### src/hdl/mcat_pkg.sv
// shared types, constants and codes for the memory chunk address translator
package mcat_pkg;

  localparam int MAX_CHUNKS = 16;
  localparam int IDX_W      = (MAX_CHUNKS > 1) ? $clog2(MAX_CHUNKS) : 1;
  localparam int LIM_W      = $clog2(MAX_CHUNKS + 1);
  localparam int ADDR_W     = 32;
  localparam int CNT_W      = 5;
  localparam int SLOT_W     = 4;

  typedef enum logic [1:0] {
    OP_WRITE = 2'd0,
    OP_V2P   = 2'd1,
    OP_P2V   = 2'd2,
    OP_EOC   = 2'd3
  } op_t;

  typedef enum logic [2:0] {
    ST_IDLE,
    ST_LOAD,
    ST_WALK,
    ST_FIN,
    ST_DONE
  } state_t;

  // operands of the shared add/compare unit
  typedef struct packed {
    logic [ADDR_W-1:0] a;
    logic [ADDR_W-1:0] b;
    logic [ADDR_W-1:0] c;
    logic [ADDR_W-1:0] off;
  } alu_req_t;

  // results of the shared add/compare unit
  typedef struct packed {
    logic [ADDR_W-1:0] sum;
    logic [ADDR_W-1:0] diff;
    logic [ADDR_W-1:0] off_sum;
    logic              borrow;
    logic              lt;
  } alu_rsp_t;

  // chunk table write port
  typedef struct packed {
    logic              en;
    logic [IDX_W-1:0]  addr;
    logic [ADDR_W-1:0] base;
    logic [ADDR_W-1:0] size;
  } tbl_wr_t;

  // finished result from the sequencer
  typedef struct packed {
    logic              valid;
    logic [ADDR_W-1:0] address;
    logic              hit;
  } res_t;

endpackage

### src/hdl/mcat_table.sv
// chunk base/size table, one write port and one registered read port
module mcat_table (
  input  logic                           clk,
  input  mcat_pkg::tbl_wr_t              wr,
  input  logic [mcat_pkg::IDX_W-1:0]     rd_addr,
  output logic [mcat_pkg::ADDR_W-1:0]    rd_base,
  output logic [mcat_pkg::ADDR_W-1:0]    rd_size
);

  logic [mcat_pkg::ADDR_W-1:0] base_mem [mcat_pkg::MAX_CHUNKS];
  logic [mcat_pkg::ADDR_W-1:0] size_mem [mcat_pkg::MAX_CHUNKS];

  always_ff @(posedge clk) begin
    if (wr.en) begin
      base_mem[wr.addr] <= wr.base;
      size_mem[wr.addr] <= wr.size;
    end
    rd_base <= base_mem[rd_addr];
    rd_size <= size_mem[rd_addr];
  end

endmodule

### src/hdl/mcat_alu.sv
// shared add/subtract/compare unit used by every walk step
module mcat_alu (
  input  mcat_pkg::alu_req_t req,
  output mcat_pkg::alu_rsp_t rsp
);

  logic [mcat_pkg::ADDR_W-1:0] sum;

  assign sum         = req.a + req.b;
  assign rsp.sum     = sum;
  assign rsp.diff    = req.c - req.a;
  assign rsp.borrow  = (req.c < req.a);
  assign rsp.lt      = (req.c < sum);
  assign rsp.off_sum = req.off + req.b;

endmodule

### src/hdl/mcat_seq.sv
// sequencer: accepts one transaction, walks the chunk table, forms the result
module mcat_seq (
  input  logic                           clk,
  input  logic                           rst,
  input  logic                           start,
  output logic                           idle,
  input  logic [1:0]                     opcode,
  input  logic [mcat_pkg::ADDR_W-1:0]    address,
  input  logic [mcat_pkg::ADDR_W-1:0]    length,
  input  logic [mcat_pkg::SLOT_W-1:0]    entry_index,
  input  logic [mcat_pkg::ADDR_W-1:0]    entry_base,
  input  logic [mcat_pkg::ADDR_W-1:0]    entry_size,
  input  logic [mcat_pkg::CNT_W-1:0]     chunk_count,
  output mcat_pkg::tbl_wr_t              tbl_wr,
  output logic [mcat_pkg::IDX_W-1:0]     tbl_rd_addr,
  input  logic [mcat_pkg::ADDR_W-1:0]    tbl_base,
  input  logic [mcat_pkg::ADDR_W-1:0]    tbl_size,
  output mcat_pkg::alu_req_t             alu_req,
  input  mcat_pkg::alu_rsp_t             alu_rsp,
  input  logic                           out_free,
  output mcat_pkg::res_t                 res
);

  mcat_pkg::state_t state, state_next;
  mcat_pkg::op_t    op, op_next, op_in;
  logic [mcat_pkg::ADDR_W-1:0] addr_r, addr_r_next;
  logic [mcat_pkg::ADDR_W-1:0] len_r, len_r_next;   // holds address + length after load
  logic [mcat_pkg::ADDR_W-1:0] off, off_next;
  logic [mcat_pkg::ADDR_W-1:0] res_r, res_r_next;
  logic                        hit_r, hit_r_next;
  logic [mcat_pkg::IDX_W-1:0]  idx, idx_next;
  logic [mcat_pkg::LIM_W-1:0]  limit, limit_next;
  logic [mcat_pkg::LIM_W-1:0]  limit_in;
  logic                        slot_ok;
  logic                        match;

  assign op_in    = mcat_pkg::op_t'(opcode);
  assign slot_ok  = (32'(entry_index) < 32'(mcat_pkg::MAX_CHUNKS));
  assign limit_in = (32'(chunk_count) > 32'(mcat_pkg::MAX_CHUNKS)) ?
                    mcat_pkg::LIM_W'(mcat_pkg::MAX_CHUNKS) :
                    mcat_pkg::LIM_W'(chunk_count);

  assign idle = (state == mcat_pkg::ST_IDLE);

  // table writes go straight from the accepted transaction
  assign tbl_wr.en   = start && (op_in == mcat_pkg::OP_WRITE) && slot_ok;
  assign tbl_wr.addr = mcat_pkg::IDX_W'(entry_index);
  assign tbl_wr.base = entry_base;
  assign tbl_wr.size = entry_size;

  always_ff @(posedge clk) begin
    if (rst) begin
      state <= mcat_pkg::ST_IDLE;
    end else begin
      state <= state_next;
    end
    op     <= op_next;
    addr_r <= addr_r_next;
    len_r  <= len_r_next;
    off    <= off_next;
    res_r  <= res_r_next;
    hit_r  <= hit_r_next;
    idx    <= idx_next;
    limit  <= limit_next;
  end

  always_comb begin
    state_next  = state;
    op_next     = op;
    addr_r_next = addr_r;
    len_r_next  = len_r;
    off_next    = off;
    res_r_next  = res_r;
    hit_r_next  = hit_r;
    idx_next    = idx;
    limit_next  = limit;
    tbl_rd_addr = '0;
    alu_req     = '0;
    match       = 1'b0;
    res.valid   = 1'b0;
    res.address = res_r;
    res.hit     = hit_r;

    case (state)
      mcat_pkg::ST_IDLE: begin
        if (start) begin
          op_next     = op_in;
          addr_r_next = address;
          len_r_next  = length;
          off_next    = '0;
          idx_next    = '0;
          limit_next  = limit_in;
          hit_r_next  = 1'b0;
          if (op_in == mcat_pkg::OP_WRITE) begin
            res_r_next = '0;
            hit_r_next = slot_ok;
            state_next = mcat_pkg::ST_DONE;
          end else begin
            res_r_next = (op_in == mcat_pkg::OP_EOC) ? '0 : address;
            state_next = mcat_pkg::ST_LOAD;
          end
        end
      end

      mcat_pkg::ST_LOAD: begin
        // entry 0 is on the read port; form the end address for the test
        alu_req.a  = addr_r;
        alu_req.b  = len_r;
        len_r_next = alu_rsp.sum;
        if (limit == '0) begin
          state_next = mcat_pkg::ST_DONE;
        end else begin
          state_next = mcat_pkg::ST_WALK;
        end
      end

      mcat_pkg::ST_WALK: begin
        tbl_rd_addr = idx + 1'b1;
        alu_req.a   = (op == mcat_pkg::OP_V2P) ? off : tbl_base;
        alu_req.b   = tbl_size;
        alu_req.c   = addr_r;
        alu_req.off = off;
        case (op)
          mcat_pkg::OP_V2P: match = alu_rsp.lt;
          mcat_pkg::OP_P2V: match = !alu_rsp.borrow && alu_rsp.lt;
          mcat_pkg::OP_EOC: match = (alu_rsp.sum == len_r);
          default:          match = 1'b0;
        endcase
        off_next = alu_rsp.off_sum;
        if (match) begin
          hit_r_next = 1'b1;
          if (op == mcat_pkg::OP_EOC) begin
            state_next = mcat_pkg::ST_DONE;
          end else begin
            // partial result; the other term is added in the final step
            res_r_next = alu_rsp.diff;
            off_next   = (op == mcat_pkg::OP_V2P) ? tbl_base : off;
            state_next = mcat_pkg::ST_FIN;
          end
        end else if (mcat_pkg::LIM_W'(idx) + 1'b1 == limit) begin
          state_next = mcat_pkg::ST_DONE;
        end else begin
          idx_next = idx + 1'b1;
        end
      end

      mcat_pkg::ST_FIN: begin
        alu_req.a  = res_r;
        alu_req.b  = off;
        res_r_next = alu_rsp.sum;
        state_next = mcat_pkg::ST_DONE;
      end

      mcat_pkg::ST_DONE: begin
        if (out_free) begin
          res.valid  = 1'b1;
          state_next = mcat_pkg::ST_IDLE;
        end
      end

      default: begin
        state_next = mcat_pkg::ST_IDLE;
      end
    endcase
  end

endmodule

### src/hdl/memory_chunk_address_translator.sv
// top level: config register, chunk table, shared unit, sequencer and output register
// steps: write: accept, result; end-of-chunk test: accept, load, walk, result; translations
//   also a final add on a hit; the walk covers up to limit = min(count, 16) entries
// throughput: one transaction at a time, set by the one-entry-per-cycle table walk
//   through the single read port and the shared add/compare unit, and by output backpressure
// reset: rst clears the sequencer, the output valid and chunk_count; the table is not cleared
module memory_chunk_address_translator (
  input  logic                           clk,
  input  logic                           rst,
  // configuration: chunk_count
  input  logic                           cfg_we,
  input  logic [mcat_pkg::CNT_W-1:0]     cfg_wdata,
  // input channel
  input  logic                           in_valid,
  output logic                           in_ready,
  input  logic [1:0]                     opcode,
  input  logic [mcat_pkg::ADDR_W-1:0]    address,
  input  logic [mcat_pkg::ADDR_W-1:0]    length,
  input  logic [mcat_pkg::SLOT_W-1:0]    entry_index,
  input  logic [mcat_pkg::ADDR_W-1:0]    entry_base,
  input  logic [mcat_pkg::ADDR_W-1:0]    entry_size,
  // output channel
  output logic                           out_valid,
  input  logic                           out_ready,
  output logic [mcat_pkg::ADDR_W-1:0]    result_address,
  output logic                           hit
);

  logic [mcat_pkg::CNT_W-1:0]  chunk_count;
  logic                        start;
  logic                        seq_idle;
  logic                        out_free;
  mcat_pkg::tbl_wr_t           tbl_wr;
  logic [mcat_pkg::IDX_W-1:0]  tbl_rd_addr;
  logic [mcat_pkg::ADDR_W-1:0] tbl_base;
  logic [mcat_pkg::ADDR_W-1:0] tbl_size;
  mcat_pkg::alu_req_t          alu_req;
  mcat_pkg::alu_rsp_t          alu_rsp;
  mcat_pkg::res_t              res;

  // new transaction taken whenever the sequencer is idle, even while
  // the previous result still waits in the output register
  assign in_ready = seq_idle;
  assign start    = in_valid && in_ready;
  assign out_free = !out_valid || out_ready;

  // chunk count register
  always_ff @(posedge clk) begin
    if (rst) begin
      chunk_count <= '0;
    end else if (cfg_we) begin
      chunk_count <= cfg_wdata;
    end
  end

  // output register, loaded by the sequencer only when it is free
  always_ff @(posedge clk) begin
    if (rst) begin
      out_valid <= 1'b0;
    end else if (res.valid) begin
      out_valid <= 1'b1;
    end else if (out_ready) begin
      out_valid <= 1'b0;
    end
    if (res.valid) begin
      result_address <= res.address;
      hit            <= res.hit;
    end
  end

  mcat_table u_table (
    .clk     (clk),
    .wr      (tbl_wr),
    .rd_addr (tbl_rd_addr),
    .rd_base (tbl_base),
    .rd_size (tbl_size)
  );

  mcat_alu u_alu (
    .req (alu_req),
    .rsp (alu_rsp)
  );

  mcat_seq u_seq (
    .clk         (clk),
    .rst         (rst),
    .start       (start),
    .idle        (seq_idle),
    .opcode      (opcode),
    .address     (address),
    .length      (length),
    .entry_index (entry_index),
    .entry_base  (entry_base),
    .entry_size  (entry_size),
    .chunk_count (chunk_count),
    .tbl_wr      (tbl_wr),
    .tbl_rd_addr (tbl_rd_addr),
    .tbl_base    (tbl_base),
    .tbl_size    (tbl_size),
    .alu_req     (alu_req),
    .alu_rsp     (alu_rsp),
    .out_free    (out_free),
    .res         (res)
  );

endmodule
### config.mk
export PLATFORM = sky130hd
export DESIGN_NAME = memory_chunk_address_translator
export DESIGN_NICKNAME = d
export VERILOG_FILES = /design/src/hdl/mcat_pkg.sv /design/src/hdl/mcat_table.sv /design/src/hdl/mcat_alu.sv /design/src/hdl/mcat_seq.sv /design/src/hdl/memory_chunk_address_translator.sv
export SDC_FILE = /design/constraint.sdc
export NUM_CORES = 2
export LEC_CHECK = 0
export ABC_CLOCK_PERIOD_IN_PS = 12100
export BUFFER_PORTS_ARGS = -buffer_cell sky130_fd_sc_hd__buf_2
export CORE_MARGIN = 10
export CORE_UTILIZATION = 66
export CTS_CLUSTER_DIAMETER = 30
export DETAILED_ROUTE_END_ITERATION = 16
export PLACE_DENSITY_LB_ADDON = 0.2
export SYNTH_ARGS = -nofsm -noshare
export SYNTH_HDL_FRONTEND = slang
export SYNTH_SLANG_ARGS = --single-unit
### constraint.sdc
create_clock -name clk -period 12.1 [get_ports clk]
set_input_delay 1.21 -clock clk [delete_from_list [all_inputs] [get_ports clk]]
set_output_delay 1.21 -clock clk [all_outputs]
set_load 0.02 [all_outputs]
==> metrics.txt <==
Req. time, crit path 12.49 ns; CP Capture Type flop; H-tree depth 4; Initial DRT Pass Iterations 8; largest net degree at the start of global routing 168; Seq/Total Area, Yosys 66.08%; met3 wire length 18750 µm; HP Class reg -> reg; WL/cell 27.78 µm; FF-to-FF End u_seq.res_r[13]; DIE AREA just under 0.1 mm²; initial antenna violation count 18; Final TNS setup 0 ns; crit-path leading delay family compound AO/OA/AOI/OAI gates; CTS sink count 1270; Max Cap Viol 0; # IOs 179; Placer Congestion 1.020; startpoint types flop; Arr. time, crit path 9.31 ns; Root Buffer clkbuf_16; 1st-iter DRT viols 6034; CTS tree yes; post-synthesis simple-gate area fraction 12.63%; placed instance count between 5000 and 6000; post-synthesis compound-gate area fraction between 10% and 20%; Pwr Total between 15 and 20 mW; slowest stage cell, crit path nor2b_2; Core Util, Final 77.48%; worst setup path startpoint u_seq.state[1]; main combinational cell family by area after synthesis simple AND/OR/NAND/NOR gates; Vias around 40000; first-pass GRT wire length 248300 µm; die height 312.9 µm; syn_area_per_cell ~12 µm²; later-pin clock latency in the skew report 0.80 ns; Async SR Flop Fraction 0%; WL met1 61630 µm; final hold vios 0; clock share of power roughly a third; slowest stage delay, CP 0.66 ns; Critical Path Fanout Max 37; Rel. slew slack between 10% and 20%; post-DP HPWL 96210 µm; Most used DFF post-synth edfxtp_1; PostCTS Resize Cnt 0; WS Path Type reg -> reg; adder-cell area share of the yosys netlist 2.878%; combinational power share roughly a third; routed vias/inst 6.741; setup violators final 0; Int Pwr around 11 mW; number of synthesized flops with an enable pin 1197; P&R area growth vs syn 16.54%; CP endpoint u_seq.res_r[13]; R2R cell count 30; Initial Util 66.48%; clock slew at reported path FFs 0.05 ns; status finished clean; Synth Register Bits 1270; core area 0.08515 mm²; mux contribution to synthesized area 1.660%; crit path buf inv count 4; final wirelength 168200 µm; Site Rows 107; Worst Tran Pin Value 1.306 ns; Worst Skew 0.05574 ns; final net count 4987; hold_sp u_seq.hit_r; syn nets 4834; switching fraction of total power 36.61%; Max Fclk 112.0 MHz; synth warn 0; design area between 0.06 and 0.07 mm²; clock buffer depth 3; Crit Reg-Reg Startpoint u_seq.state[1]; crit share post-route 73.76%; fin. max-slew vios 0; xor/xnor share of the synthesized area 1.857%; placed cell area 0.05853 mm²; Tot GR Track Use 33.45%; layout cells sized above 1 14.42%; Setup Buffers After CTS 0; DRC 0; vias in the first global route 39850; Pleak 23.65 nW; Stages on worst setup path 30; Die Wd 312.9 µm; Peak VDD IR 0.2278 mV; RSZ-0062 raised after global routing false; Port Buf Inserts 178; CTS Buf Count 210; Post-Syn Instances approximately 4600; Distinct cells, synth 94; Max Used Layer met5; power per cell area 264.2 mW/mm²; grt total ovfl 0; sequential share of power between 30 and 40%; Post-Layout Cell Count 6054; Routed Antenna Nets 0; Net Sw Power 6.382 mW; Worst R2R Setup Slack 3.18 ns; met2 wire length 79780 µm; CTS hold repair buffers 0; Mapped Area around 0.057 mm²; Tmin final 8.925 ns
==> cells in the final DEF (no fill, tap or decap), types with 13 or more instances in the layout <==
cell type	n
a22oi_1	33
edfxtp_1	1197
inv_6	23
clkbuf_1	24
nor2_4	13
buf_4	62
clkinv_1	15
o21ai_0	91
nor3_1	31
xnor2_1	70
buf_2	178
clkinv_2	29
o221ai_1	104
a21oi_1	260
and2_1	141
nand3_1	261
a31oi_1	70
nand4_1	17
clkinvlp_4	30
dfxtp_1	70
nor2_1	124
or3_1	13
mux2_2	31
clkbuf_16	212
ha_1	123
nand2b_1	24
a21o_1	51
xor2_1	40
nor2b_1	27
nand2_1	888
a311oi_1	149
inv_1	61
bufinv_16	28
a221oi_1	31
mux2i_1	44
a211oi_1	99
==> layer usage <==
metal,track usage (%),up-vias
met5,0,-
met4,16.44,12
met3,7.502,533
met2,53.09,2815
met1,43.54,19790
li1,-,17660
==> cells in the mapped netlist, types with 44 or more instances <==
library cell | instances | area, µm²
a21o_1 | 51 | 382.9
clkbuf_1 | 269 | 1010
and2_1 | 141 | 882.1
a211oi_1 | 99 | 743.2
nor2_1 | 138 | 518.0
nand3_1 | 261 | 1306
dfxtp_1 | 73 | 1461
o221ai_1 | 104 | 910.9
o21ai_0 | 91 | 455.4
edfxtp_1 | 1197 | 35940
ha_1 | 123 | 1539
mux2i_1 | 44 | 440.4
a21oi_1 | 261 | 1306
inv_1 | 62 | 232.7
a31oi_1 | 71 | 444.2
a311oi_1 | 149 | 1305
xnor2_1 | 70 | 613.1
nand2_1 | 890 | 3341
==> area by class of cell <==
type / count / area, µm²
Fill cell: 4918 / 19180
Clock inverter: 155 / 1929
Antenna cell: 7 / 17.52
Multi-Input combinational cell: 2926 / 18000
Tap cell: 1144 / 1431
Sequential cell: 1270 / 37410
Clock buffer: 243 / 5492
Timing Repair Buffer: 244 / 1436
Inverter: 65 / 256.5
==> power by group through the flow <==
stage	clock (mW)	combinational, mW	sequential, mW
CTS	6.15	5.46	5.68
floorplan	0	3.81	5.49
global route	6.36	5.98	5.72
finish	6.14	5.57	5.72
global placement	0	5.33	5.77
detailed placement	0	5.37	5.76
==> flip-flops by register name (all words and copies together) (netlist names), 5 cells and up <==
| name | flops |
|---|---|
| u_table.size_mem | 512 |
| u_seq.off | 32 |
| u_table.base_mem | 512 |
| result_address | 32 |
| chunk_count | 5 |
| u_seq.limit | 5 |
| u_table.rd_size | 32 |
| u_seq.res_r | 32 |
| u_seq.addr_r | 32 |
| u_seq.len_r | 32 |
| u_table.rd_base | 32 |
==> worst min-delay path by stage <==
stage,endpoint,slack (ns),cells after the start
2_1_floorplan,hit,0.40,0
3_3_place_gp,hit,0.45,0
3_5_place_dp,hit,0.46,0
4_1_cts,hit,0.46,0
5_1_grt,hit,0.47,0
6_report,hit,0.46,0
==> metrics by stage <==
step	worst slack, ns	hold WS (ns)
5_1_grt	2.484	0.4712
3_5_place_dp	3.432	0.4555
4_1_cts	3.346	0.4603
6_report	3.175	0.4580
2_1_floorplan	3.837	0.4003
3_3_place_gp	3.608	0.4519
==> kinds of logic (layout without fill, tap and decap cells) <==
kind of cell,Yosys count,after routing
AND/OR/NAND/NOR,1600,1600
flip-flops,1270,1270
XOR/XNOR,115,115
AO/OA/AOI/OAI,1000,1000
multiplexers,82,82
other,0,7
adder cells (fa/ha/maj),129,129
buffers and inverters,368,707
(Power assumes the default switching activity.)
